--- src/sv/erhp_pkg.sv ---
// Package for the receive header parser: item types, parse phases and VLAN TPID constants.
// No dependencies. Imported by every module in this folder.
package erhp_pkg;

    localparam logic [15:0] TPID_CTAG = 16'h8100;
    localparam logic [15:0] TPID_STAG = 16'h88A8;
    localparam logic [15:0] TPID_QINQ = 16'h9100;

    // Offsets of the last byte of each fixed header section, and of the first source byte.
    localparam logic [4:0] LAST_DEST_POS = 5'd5;
    localparam logic [4:0] LAST_SRC_POS  = 5'd11;
    localparam logic [4:0] LAST_STAG_POS = 5'd15;
    localparam logic [4:0] SRC_BASE_POS  = 5'd6;

    typedef struct packed {
        logic [7:0] data_byte;
        logic       frame_start;
        logic       frame_end;
    } rx_item_t;

    typedef struct packed {
        logic [47:0] dest_mac;
        logic [47:0] src_mac;
        logic [2:0]  tag_reason;
        logic [1:0]  tag_vpm;
        logic [4:0]  tag_port;
        logic [15:0] tag_tci;
        logic [1:0]  vlan_count;
        logic [15:0] vlan_tpid;
        logic [15:0] vlan_tci;
        logic [15:0] ether_type;
        logic [4:0]  header_length;
        logic        short_frame;
    } hdr_item_t;

    typedef enum logic [6:0] {
        PH_IDLE = 7'b0000001,
        PH_DEST = 7'b0000010,
        PH_SRC  = 7'b0000100,
        PH_STAG = 7'b0001000,
        PH_CAND = 7'b0010000,
        PH_TCI  = 7'b0100000,
        PH_DONE = 7'b1000000
    } phase_t;

    function automatic logic is_vlan_tpid(input logic [15:0] tpid);
        return (tpid == TPID_CTAG) || (tpid == TPID_STAG) || (tpid == TPID_QINQ);
    endfunction

endpackage

--- src/sv/erhp_parser.sv ---
// Parse state and per-byte datapath: consumes one request per step and forms the header result.
// Depends on erhp_pkg.
module erhp_parser #(
    parameter int MAX_VLAN_TAGS = 3
) (
    input  logic              clk,
    input  logic              rst_n,
    input  logic              step,
    input  erhp_pkg::rx_item_t item,
    output logic              res_valid,
    output erhp_pkg::hdr_item_t res
);
    import erhp_pkg::*;

    localparam logic [2:0] MaxTags = 3'(MAX_VLAN_TAGS);

    phase_t      phase_reg, phase_next, phase_cur;
    logic [4:0]  pos_reg, pos_next, pos_cur;
    logic [47:0] dest_reg, dest_next;
    logic [47:0] src_reg, src_next;
    logic [31:0] tag_reg, tag_next;
    logic [15:0] cand_reg, cand_next, cand_full;
    logic [1:0]  cnt_reg, cnt_next;
    logic [15:0] tpid_reg, tpid_next;
    logic [15:0] tci_reg, tci_next;
    logic [2:0]  dest_idx, src_idx;
    logic [4:0]  src_off;
    logic        active, hit, short_hit;

    assign phase_cur = item.frame_start ? PH_DEST : phase_reg;
    assign pos_cur   = item.frame_start ? 5'd0 : pos_reg;
    assign dest_idx  = pos_cur[2:0];
    assign src_off   = pos_cur - SRC_BASE_POS;
    assign src_idx   = src_off[2:0];
    assign cand_full = {cand_reg[15:8], item.data_byte};
    assign active    = (phase_cur == PH_DEST) || (phase_cur == PH_SRC) ||
                       (phase_cur == PH_STAG) || (phase_cur == PH_CAND) ||
                       (phase_cur == PH_TCI);

    always_comb
    begin
        phase_next = phase_cur;
        pos_next   = pos_cur;
        dest_next  = item.frame_start ? '0 : dest_reg;
        src_next   = item.frame_start ? '0 : src_reg;
        tag_next   = item.frame_start ? '0 : tag_reg;
        cand_next  = item.frame_start ? '0 : cand_reg;
        cnt_next   = item.frame_start ? '0 : cnt_reg;
        tpid_next  = item.frame_start ? '0 : tpid_reg;
        tci_next   = item.frame_start ? '0 : tci_reg;
        hit        = 1'b0;
        if (active)
        begin
            pos_next = pos_cur + 5'd1;
        end
        case (phase_cur)
            PH_DEST:
            begin
                dest_next[8 * (3'd5 - dest_idx) +: 8] = item.data_byte;
                if (pos_cur == LAST_DEST_POS)
                begin
                    phase_next = PH_SRC;
                end
            end
            PH_SRC:
            begin
                src_next[8 * (3'd5 - src_idx) +: 8] = item.data_byte;
                if (pos_cur == LAST_SRC_POS)
                begin
                    phase_next = PH_STAG;
                end
            end
            PH_STAG:
            begin
                tag_next[8 * (2'd3 - pos_cur[1:0]) +: 8] = item.data_byte;
                if (pos_cur == LAST_STAG_POS)
                begin
                    phase_next = PH_CAND;
                end
            end
            PH_CAND:
            begin
                // Tag fields start on even offsets, so bit 0 picks the byte within a pair.
                if (!pos_cur[0])
                begin
                    cand_next = {item.data_byte, 8'h00};
                end
                else
                begin
                    cand_next = cand_full;
                    if (({1'b0, cnt_next} < MaxTags) && is_vlan_tpid(cand_full))
                    begin
                        if (cnt_next == 2'd0)
                        begin
                            tpid_next = cand_full;
                        end
                        phase_next = PH_TCI;
                    end
                    else
                    begin
                        hit        = 1'b1;
                        phase_next = PH_DONE;
                    end
                end
            end
            PH_TCI:
            begin
                if (!pos_cur[0])
                begin
                    if (cnt_next == 2'd0)
                    begin
                        tci_next = {item.data_byte, 8'h00};
                    end
                end
                else
                begin
                    if (cnt_next == 2'd0)
                    begin
                        tci_next = {tci_next[15:8], item.data_byte};
                    end
                    cnt_next   = cnt_next + 2'd1;
                    phase_next = PH_CAND;
                end
            end
            default:
            begin
                phase_next = phase_cur;
            end
        endcase
        short_hit = item.frame_end && active && !hit;
        if (item.frame_end)
        begin
            phase_next = PH_IDLE;
        end
    end

    always_comb
    begin
        res_valid         = step && (hit || short_hit);
        res.dest_mac      = dest_next;
        res.src_mac       = src_next;
        res.tag_reason    = tag_next[28:26];
        res.tag_vpm       = tag_next[25:24];
        res.tag_port      = tag_next[20:16];
        res.tag_tci       = tag_next[15:0];
        res.vlan_count    = cnt_next;
        res.vlan_tpid     = (cnt_next != 2'd0) ? tpid_next : 16'h0000;
        res.vlan_tci      = (cnt_next != 2'd0) ? tci_next : 16'h0000;
        res.ether_type    = short_hit ? 16'h0000 : cand_next;
        res.header_length = pos_next;
        res.short_frame   = short_hit;
    end

    always_ff @(posedge clk or negedge rst_n)
    begin
        if (!rst_n)
        begin
            phase_reg <= PH_IDLE;
        end
        else if (step)
        begin
            phase_reg <= phase_next;
        end
    end

    // Stores are cleared by frame start before any result can read them.
    always_ff @(posedge clk)
    begin
        if (step)
        begin
            pos_reg  <= pos_next;
            dest_reg <= dest_next;
            src_reg  <= src_next;
            tag_reg  <= tag_next;
            cand_reg <= cand_next;
            cnt_reg  <= cnt_next;
            tpid_reg <= tpid_next;
            tci_reg  <= tci_next;
        end
    end

endmodule

--- src/sv/ethernet_rx_header_parser_top.sv ---
// Top level of the receive header parser: input register, parser and result register.
// Depends on erhp_pkg and erhp_parser.

// The block takes one received frame byte per cycle and returns at most one header request
// per frame, either when the ethertype completes or, with short_frame set, when the frame ends
// first. A byte is held in the input register and is parsed on the way into the result
// register, so hdr_valid rises once the byte that completes the header has moved from the
// input register into the result register. The input side accepts a byte every cycle while
// the result register is empty or is being taken. While a result waits with hdr_ready low,
// the parser holds, and rx_ready drops as soon as the input register is full.
module ethernet_rx_header_parser_top #(
    parameter int MAX_VLAN_TAGS = 3
) (
    input  logic                clk,
    input  logic                rst_n,
    input  logic                rx_valid,
    output logic                rx_ready,
    input  erhp_pkg::rx_item_t  rx_item,
    output logic                hdr_valid,
    input  logic                hdr_ready,
    output erhp_pkg::hdr_item_t hdr_item
);
    import erhp_pkg::*;

    logic      in_vld_reg;
    rx_item_t  in_item_reg;
    logic      out_vld_reg;
    hdr_item_t out_item_reg;
    logic      step;
    logic      res_valid;
    hdr_item_t res;

    assign step     = in_vld_reg && (!out_vld_reg || hdr_ready);
    assign rx_ready = !in_vld_reg || step;

    erhp_parser #(
        .MAX_VLAN_TAGS(MAX_VLAN_TAGS)
    ) u_parser (
        .clk      (clk),
        .rst_n    (rst_n),
        .step     (step),
        .item     (in_item_reg),
        .res_valid(res_valid),
        .res      (res)
    );

    always_ff @(posedge clk or negedge rst_n)
    begin
        if (!rst_n)
        begin
            in_vld_reg  <= 1'b0;
            out_vld_reg <= 1'b0;
        end
        else
        begin
            if (rx_ready)
            begin
                in_vld_reg <= rx_valid;
            end
            if (step && res_valid)
            begin
                out_vld_reg <= 1'b1;
            end
            else if (hdr_ready)
            begin
                out_vld_reg <= 1'b0;
            end
        end
    end

    always_ff @(posedge clk)
    begin
        if (rx_ready && rx_valid)
        begin
            in_item_reg <= rx_item;
        end
        if (step && res_valid)
        begin
            out_item_reg <= res;
        end
    end

    assign hdr_valid = out_vld_reg;
    assign hdr_item  = out_item_reg;

endmodule

--- config.mk ---
export PLATFORM = sky130hd
export DESIGN_NAME = ethernet_rx_header_parser_top
export DESIGN_NICKNAME = d
export VERILOG_FILES = /design/src/sv/erhp_pkg.sv /design/src/sv/erhp_parser.sv /design/src/sv/ethernet_rx_header_parser_top.sv
export SDC_FILE = /design/constraint.sdc
export NUM_CORES = 1
export LEC_CHECK = 0
export BUFFER_PORTS_ARGS = -buffer_cell sky130_fd_sc_hd__clkbuf_2
export CORE_ASPECT_RATIO = 2
export CORE_UTILIZATION = 62
export CTS_CLUSTER_SIZE = 40
export DETAILED_ROUTE_END_ITERATION = 6
export PLACE_DENSITY = 0.85
export SLEW_MARGIN = 20
export SYNTH_ARGS = -nofsm -noshare
export SYNTH_HDL_FRONTEND = slang
export SYNTH_SLANG_ARGS = --single-unit
--- constraint.sdc ---
create_clock -name clk -period 25.9 [get_ports clk]
set_clock_uncertainty 0.1 [all_clocks]
set_input_delay 3.885 -clock clk [delete_from_list [all_inputs] [get_ports clk]]
set_output_delay 3.885 -clock clk [all_outputs]
set_load 0.1 [all_outputs]
; ---- Word level (Yosys, flattened, before mapping)
; Cells that the tools add are included.
[totals]
ram_bits = 0
reg_bits = 380
in_bits = 14
latchBits = 0
out_inout_bits = 180
mem_count = 0
wordCells = 116
romBits = 0
[op_classes]
n_mul = 0
n_eq_ne = 11
shifts = 6
muxes = 41
n_lt_le_gt_ge = 1
n_bitwise = 0
n_div = 0
reduce_logical = 22
n_addsub = 9
[op_table]
columns = cell, count
row1 = 16-bit 2-to-1 mux, 12
row2 = 48-bit 2-to-1 mux, 4
row3 = 32-bit negator with 34-bit output, 3
row4 = 48-bit bitwise mux, 2
row5 = "8-bit by 34-bit variable shift with 48-bit output, first input constant", 2
row6 = 8-bit by 34-bit indexed part select with 48-bit output, 2
row7 = 32-bit 2-to-1 mux, 2
row8 = 7-bit 2-to-1 mux, 8
row9 = "16-bit == test, second input constant", 3
row10 = 7-bit case mux with 5 select lines, 1
row11 = "8-bit by 34-bit variable shift with 32-bit output, first input constant", 1
row12 = 8-bit by 34-bit indexed part select with 32-bit output, 1
row13 = 32-bit bitwise mux, 1
row14 = "5-bit by 4-bit == test with 1-bit output, second input constant", 2
row15 = 5-bit 2-to-1 mux, 2
row16 = 1-bit logical OR, 9
row17 = 8-bit 2-to-1 mux, 1
row18 = "3-bit by 3-bit subtractor with 4-bit output, first input constant", 2
row19 = "7-bit by 2-bit == test with 1-bit output, second input constant", 1
row20 = "7-bit by 3-bit == test with 1-bit output, second input constant", 1
row21 = "7-bit by 4-bit == test with 1-bit output, second input constant", 1
row22 = "7-bit by 5-bit == test with 1-bit output, second input constant", 1
row23 = "7-bit by 6-bit == test with 1-bit output, second input constant", 1
row24 = 1-bit logical AND, 7
row25 = other kinds (11), 20

; ---- Depth between registers and ports, before layout
; Gate-level depths: netlist of run 1.
[logic_depth]
word_depth = 13
ltp_mapped = 14
depth_no_buf = 11

; ---- Modules after synthesis
; From an unflattened synthesis of run 1, not the netlist that was laid out.
[unflattened]
hier_cells = 1154
hier_area_um2 = 15940.3
[modules_own_cells]
columns = mod, instances, area_each_um2, seq_area_each_um2, cells_each
row1 = erhp_parser, 1, 10186.0, 5491.5, 956
row2 = ethernet_rx_header_parser_top, 1, 5754.3, 5695.5, 198

; ---- Worst setup path after synthesis of run 1
; No wires, ideal clock.
[synth_timing]
path_type = input to register
from = in hdr_ready
to = reg out_item_reg, in the netlist hdr_item[0], enable pin
arrival_ps = 11619
stages = 3
slack_ps = 13463
n_path_buf = 0
setup_ps = 719
required_time_ps = 25081
cell_sequence = nand2b_1 > nand2_1 > nor2_1
[synth_via]
elab_chain_len = 4
[synth_lines]
columns = element, line
row1 = start: declaration, ethernet_rx_header_parser_top.sv:20  ; input logic hdr_ready,
row2 = 1-bit logical OR *, ethernet_rx_header_parser_top.sv:33  ; assign step = in_vld_reg && (!out_vld_reg || hdr_ready);
row3 = 1-bit logical AND *, ethernet_rx_header_parser_top.sv:33
row4 = 1-bit logical AND, erhp_parser.sv:139  ; res_valid = step && (hit || short_hit);
row5 = 1-bit logical AND *, ethernet_rx_header_parser_top.sv:77  ; if (step && res_valid)
row6 = end signal: assignment, ethernet_rx_header_parser_top.sv:79  ; out_item_reg <= res;
row7 = end: declaration, ethernet_rx_header_parser_top.sv:28  ; hdr_item_t out_item_reg;
; Every way passes the cells marked *; elsewhere a longest branch is shown, timed or not.
; A chain may end at the register's enable or synchronous reset.

; ---- Final worst setup path of run 1
[layout_timing]
from = in hdr_ready
to = out rx_ready
[layout_via]
elab_chain_len = 3
[layout_lines]
columns = element, line
row1 = 1-bit logical OR, ethernet_rx_header_parser_top.sv:33
row2 = 1-bit logical AND, ethernet_rx_header_parser_top.sv:33
row3 = 1-bit logical OR, ethernet_rx_header_parser_top.sv:34  ; assign rx_ready = !in_vld_reg || step;
row4 = end: declaration, ethernet_rx_header_parser_top.sv:17  ; output logic rx_ready,
; Every way passes these cells.

==> flow_metrics.env, run 1 <==
export IMPL_grt_setup_unrepaired="false"
export IMPL_grt_overflow_total=0
export IMPL_synth_ff_type="edfxtp_1"
export IMPL_chipWidth_um=114
export IMPL_mappedNetlistArea_um2=15400
export IMPL_critical_path_peak_fanout=3
export IMPL_clock_root_buffer="clkbuf_16"
export IMPL_power_switching_mw=0.434
export IMPL_die_area_um2=25600
export IMPL_register_area_um2=11200
export IMPL_start_util_pct=63.2
export IMPL_holdCritStartpoint="u_parser.tpid_reg[14]"
export IMPL_final_layout_size_suffix_gt1_share_pct=26.9
export IMPL_io_pins=194
export IMPL_die_height_um=225
export IMPL_setup_tns_final_ps=0
export IMPL_finalMaxSlewViolations=0
export IMPL_power_static_leakage_nw=6.75
export IMPL_vdd_drop_max_mv=0.0565
export IMPL_gate_count_of_the_mapped_netlist=1019
export IMPL_hold_path_cell_count=1
export IMPL_critPathCaptureType="primary output"
export IMPL_syn2layout_area_growth_pct=14.9
export IMPL_finalSetupViolations=0
export IMPL_detail_route_antenna_nets=0
export IMPL_place_detailed_hpwl_um=22300
export IMPL_drt_pass1_iterations=5
export IMPL_cts_htree_levels=1
export IMPL_crit_type="in2out"
export IMPL_layout_worst_path_cycle_share_pct=34.1
export IMPL_power_report_internal_total_mw=1.05
export IMPL_fp_row_count=81
export IMPL_clockBufferDepth=3
export IMPL_max_freq_mhz=113
export IMPL_yosys_warnings=0
export IMPL_pin_count_of_the_biggest_net_entering_global_routing=174
export IMPL_min_period_ps=8830
export IMPL_cts_inserted_buffers=31
export IMPL_count_of_flip_flops_with_a_built_in_enable_after_synthesis=365
export IMPL_route_final_wire_length_um=34800
export IMPL_synth_nets=1049
export IMPL_largest_register_ffs=178
export IMPL_avgSynthCellArea_um2=15.1
export IMPL_nNetsFinal=1230
export IMPL_routedWlPerCell_um=22.4
export IMPL_design_core_area_um2=24400
export IMPL_timing_rr_start="in_item_reg[1]"
export IMPL_grt_first_pass_wirelength_um=52300
export IMPL_fillers=1519
export IMPL_vias_per_cell=6.25
export IMPL_synthDistinctLibCells=72
export IMPL_postLayoutCoreUtil_pct=72.6
export IMPL_async_reset_ff_share_pct=2.41
export IMPL_vias=9702
export IMPL_power_density_nw_per_um2=83.5
export IMPL_all_layer_gr_usage_pct=27.1
export IMPL_power_frac_seq_pct=50.9
export IMPL_drt_iter0_drc=1054
export IMPL_ff2ff_path_depth=13
export IMPL_hold_path_class="reg2reg"
export IMPL_slew_headroom_pct=32.8
export IMPL_cts_hold_buffers=0
export IMPL_status="finished clean"
export IMPL_grt_pass1_vias=9412
export IMPL_clkTransAtPathRegs_ps=70
export IMPL_ys_seq_elements=374
export IMPL_power_switching_fraction_pct=29.3
export IMPL_n_antenna_cell=0
export IMPL_grt_antenna_before_repair=0
export IMPL_worst_ep_arrival_time_ps=4840
export IMPL_pwr_share_comb_pct=16.8
export IMPL_rrSetupSlack_ps=20910
export IMPL_cts_repair_resize_count=0
export IMPL_clock_tree_from_tritoncts="built"
export IMPL_multiInputGateArea_um2=3970
export IMPL_cts_sinks=374
export IMPL_gp_routability_congestion=0.900
export IMPL_cp_data_required_time_ps=21920
export IMPL_cap_violations=0
export IMPL_route_detailed_drc=0
export IMPL_finalHoldViolCount=0
export IMPL_synth_seq_area_share_pct=72.5
export IMPL_clock_latency_ps=570
export IMPL_worst_setup_path_start_kind="input port"
export IMPL_tightest_slew_ps=1010
export IMPL_setup_worst_path_start="hdr_ready"
export IMPL_cts_setup_buffers=0
export IMPL_power_frac_clock_pct=32.2
export IMPL_total_of_buffers_placed_on_input_and_output_ports=193
==> critical path: stages <==
cell and delay [ps]:
clkbuf_2 80, nand2b_1 170, or2_2 320, clkbuf_2 380
==> through the flow <==
step                      cell area (um2)  setup WS, ps  hold slack (ps)  cells  total power, mW
after floorplan                     15400         13460              407   1019            0.967
after global placement              16700         17130              424   1499             1.01
after detailed placement            16700         17090              438   1499             1.01
after CTS                           17700         17090              455   1552             1.48
after global routing                17700         17050              471   1552             1.52
final                               17700         17070              453   1552             1.48
==> layer usage <==
metal  part of all wire (%)  global-route usage, %  up-vias
met3                    6.2                   2.74      117
li1                       -                      -     4280
met1                     35                   31.2     4777
met2                     54                   49.6      528
met5                      0                      0        -
met4                    5.1                   13.7        0
==> worst paths after layout <==
kind | end
worst min register to register | u_parser.tpid_reg[14]
min in group asynchronous | u_parser.phase_reg[6]
max in group asynchronous | u_parser.phase_reg[0]
worst min-delay path | u_parser.tpid_reg[14]
worst max-delay path | rx_ready
worst max register to register | hdr_item[166]
==> synthesized netlist by cell type (4+ instances only) <==
master     count  area share [%]
and3_1        18            0.73
and2_1        34             1.4
o31a_1         8            0.45
a31o_2        20             1.1
o2bb2ai_1      8            0.45
mux2i_1       40             2.6
inv_1         11            0.27
mux2_2        23             1.7
buf_2          6            0.19
and2_4         4            0.23
o211ai_1      10            0.49
buf_1          8            0.19
o41ai_1        5            0.28
o31ai_1        8            0.39
xnor2_1        6            0.34
o21ai_0       26            0.84
edfxtp_1     365              71
clkbuf_1      41             1.0
a22o_1        24             1.4
dfrtp_1        8             1.3
a21oi_1       25            0.81
nor3b_1        8            0.39
nand2b_1       4            0.16
nor4_1         5            0.20
nand2_1      112             2.7
nor2b_1       28             1.1
nand3_1       54             1.8
a32o_1        10            0.65
ha_1          15             1.2
nor2_1        22            0.53
==> area by class of cell <==
type | instances | area share, %
well taps | 332 | 2.34
clock buffers | 32 | 4.39
multi-input cells | 574 | 22.4
inverters | 12 | 0.282
flip-flops and latches | 374 | 63.1
clock inverters | 21 | 1.44
repair buffers | 207 | 6.11
==> power groups by stage <==
stage               clock network, mW  registers [mW]  logic (mW)
floorplan                           0           0.878      0.0894
global placement                    0           0.765       0.242
detailed placement                  0           0.766       0.247
CTS                             0.482           0.754       0.249
global route                    0.501           0.758       0.260
finish                          0.478           0.755       0.250
==> kinds of logic after synthesis <==
group	count (synthesis)	share of synthesized area (%)
flip-flops	374	72.5
AO/OA/AOI/OAI	166	8.15
AND/OR/NAND/NOR	320	11.3
multiplexers	64	4.36
adder cells (fa/ha/maj)	16	1.35
XOR/XNOR	8	0.454
buffers and inverters	71	1.90
==> cells in the final DEF, fill, tap and decap left out, types with 24 or more instances in the layout <==
| cell | count |
|---|---|
| nand2_1 | 112 |
| nor2b_1 | 28 |
| and2_1 | 34 |
| mux2i_1 | 40 |
| a22o_1 | 24 |
| o21ai_0 | 26 |
| edfxtp_1 | 365 |
| a21oi_1 | 25 |
| clkbuf_16 | 31 |
| nand3_1 | 54 |
| clkbuf_2 | 193 |
No activity file was read; power rests on OpenSTA's default activity.
==> inputs of run 2 (changes only) <==
Settings changed: CORE_UTILIZATION 62 to 52, PLACE_DENSITY 0.85 to 0.76.
Clock period 25.9 ns to 7.1 ns, I/O delays scaled along.
==> run 2 against run 1 <==
  * The flow now finishes with violations (design-rule violations)
  * Via count down 1.9%
  * Core utilization is 12 points lower
  * Sequential share of layout area is essentially flat
  * Critical path type is now reg2reg
  * Highest routed layer unchanged
==> flow_metrics.env, run 2 (synthesis results as in run 1) <==
export IMPL_register_area_um2=11200
export IMPL_power_frac_clock_pct=31.9
export IMPL_worstPathCellList="inv_2 -> nand2_1 -> inv_2 -> ha_1 -> inv_1 -> fa_1 -> nor2b_1 -> nor4b_4 -> nand2_1 -> a31o_2"
export IMPL_slew_headroom_pct=30.2
export IMPL_critical_path_top_delay_family="simple AND/OR/NAND/NOR gates"
export IMPL_grt_first_pass_wirelength_um=53100
export IMPL_pin_count_of_the_biggest_net_entering_global_routing=83
export IMPL_route_top_layer_used="met4"
export IMPL_mostFrequentLayoutCell="edfxtp_1"
export IMPL_fp_row_count=88
export IMPL_crit_path_top_delay_cell="nor4b_4"
export IMPL_cp_data_required_time_ps=7330
export IMPL_cts_htree_levels=1
export IMPL_vias_per_cell=6.02
export IMPL_detailedPlace_worstSlack_ps=2500
export IMPL_io_pins=194
export IMPL_finalMaxSlewViolations=0
export IMPL_multiInputGateArea_um2=3970
export IMPL_crit_type="reg2reg"
export IMPL_cts_inserted_buffers=30
export IMPL_power_static_leakage_nw=6.76
export IMPL_vdd_drop_max_mv=0.185
export IMPL_grt_pass1_vias=9174
export IMPL_vias=9519
export IMPL_all_layer_gr_usage_pct=23.6
export IMPL_clock_latency_ps=580
export IMPL_met3WireLength_um=1980
export IMPL_power_switching_mw=1.59
export IMPL_nNetsFinal=1229
export IMPL_finalHoldViolCount=0
export IMPL_routedWlPerCell_um=22.5
export IMPL_total_of_buffers_placed_on_input_and_output_ports=193
export IMPL_grt_overflow_total=0
export IMPL_final_layout_size_suffix_gt1_share_pct=26.8
export IMPL_syn2layout_area_growth_pct=14.9
export IMPL_cp_slowest_stage_delay_ps=730
export IMPL_postLayoutSetupSlackWorst_ps=2440
export IMPL_finalSetupViolations=0
export IMPL_power_mw=5.37
export IMPL_design_core_area_um2=29100
export IMPL_worst_ep_arrival_time_ps=4890
export IMPL_worst_setup_path_start_kind="flip-flop"
export IMPL_grt_setup_unrepaired="false"
export IMPL_power_density_nw_per_um2=303
export IMPL_n_antenna_cell=0
export IMPL_cts_setup_buffers=0
export IMPL_status="complete, but fails checks"
export IMPL_grt_antenna_before_repair=0
export IMPL_setup_tns_final_ps=0
export IMPL_place_detailed_hpwl_um=23600
export IMPL_route_detailed_drc=3
export IMPL_drt_iter0_drc=1147
export IMPL_clockBufferDepth=3
export IMPL_cap_violations=0
export IMPL_clkTransAtPathRegs_ps=70
export IMPL_cts_hold_buffers=0
export IMPL_cts_repair_resize_count=0
export IMPL_largest_register_ffs=178
export IMPL_start_util_pct=53.1
export IMPL_detail_route_antenna_nets=0
export IMPL_tightest_slew_ps=1050
export IMPL_clock_root_buffer="clkbuf_16"
export IMPL_power_report_internal_total_mw=3.79
export IMPL_route_final_wire_length_um=35500
export IMPL_critPathCaptureType="flip-flop"
export IMPL_clock_tree_from_tritoncts="built"
export IMPL_m1WireLength_um=13000
export IMPL_gp_routability_congestion=0.867
export IMPL_die_area_um2=30400
export IMPL_power_switching_fraction_pct=29.5
export IMPL_met2_wirelength_um=19000
export IMPL_drt_pass1_iterations=7
export IMPL_critical_path_peak_fanout=40
export IMPL_fillers=2213
export IMPL_chipWidth_um=124
export IMPL_max_freq_mhz=214
export IMPL_hold_path_class="in2async"
export IMPL_layout_worst_path_cycle_share_pct=65.7
export IMPL_min_period_ps=4660
export IMPL_pwr_share_comb_pct=16.7
export IMPL_violations_in_the_final_reports="design-rule violations"
export IMPL_power_frac_seq_pct=51.3
export IMPL_die_height_um=246
export IMPL_critical_path_n_buffers_inverters=3
export IMPL_layout_common_cells="edfxtp_1 (365), clkbuf_2 (193), nand2_1 (112)"
export IMPL_cts_sinks=374
run 2: changes by cell type in the layout (fill, tap and decap cells not counted), sizes merged:
| cell | previous run | this run |
|---|---|---|
| clkinv | 10 | 14 |
| clkinvlp | 6 | 3 |
| clkbuf | 225 | 227 |
| bufinv | 5 | 4 |
run 2: worst reg2reg max path, delay by kind of cell (launching register included):
| kind | cells | cell delay (ps) |
|---|---|---|
| AO/OA/AOI/OAI | 1 | 360 |
| adder cells (fa/ha/maj) | 2 | 790 |
| buffers and inverters | 3 | 1100 |
| flip-flops | 1 | 540 |
| AND/OR/NAND/NOR | 4 | 1530 |
run 2: per-stage QoR:
step	std cells	utilization [%]	hold slack, ps	instance area (um2)
floorplan	1019	-	407	15400
global placement	1527	57.6	431	16700
CTS	1582	61.0	238	17700
finish	1582	61.0	248	17700
global route	1582	61.0	251	17700
detailed placement	1527	57.6	437	16700
run 2: per-layer routing:
layer / vias to the layer above / GRT usage, %
met5: - / 0
met4: 0 / 11.2
met1: 4753 / 28.0
li1: 4278 / -
met2: 415 / 41.8
met3: 73 / 2.67
run 2: power groups by stage:
stage	logic, mW	clock network, mW	registers [mW]
after global routing	0.945	1.81	2.77
after global placement	0.882	0	2.80
after floorplan	0.327	0	3.19
after detailed placement	0.896	0	2.81
after CTS	0.899	1.74	2.76
final	0.899	1.72	2.76
run 2: worst paths after layout:
path	start	to	slack, ps	cells after the start
max	in_item_reg[1]	u_parser.dest_reg[31]	2440	10
min	rst_n	u_parser.phase_reg[2]	250	1
max reg2reg	in_item_reg[1]	u_parser.dest_reg[31]	2440	10
min reg2reg	u_parser.tpid_reg[0]	u_parser.tpid_reg[0]	450	1
max in group asynchronous	rst_n	u_parser.phase_reg[0]	6380	1
min in group clk	u_parser.tpid_reg[0]	u_parser.tpid_reg[0]	450	1
run 2: final cells by class:
cell class                      count  area share (%)
Sequential cell                   374            63.1
Multi-Input combinational cell    574            22.4
Inverter                           12           0.282
Clock inverter                     21            1.26
Clock buffer                       34            4.44
Timing Repair Buffer              207            6.04
Tap cell                          360            2.54
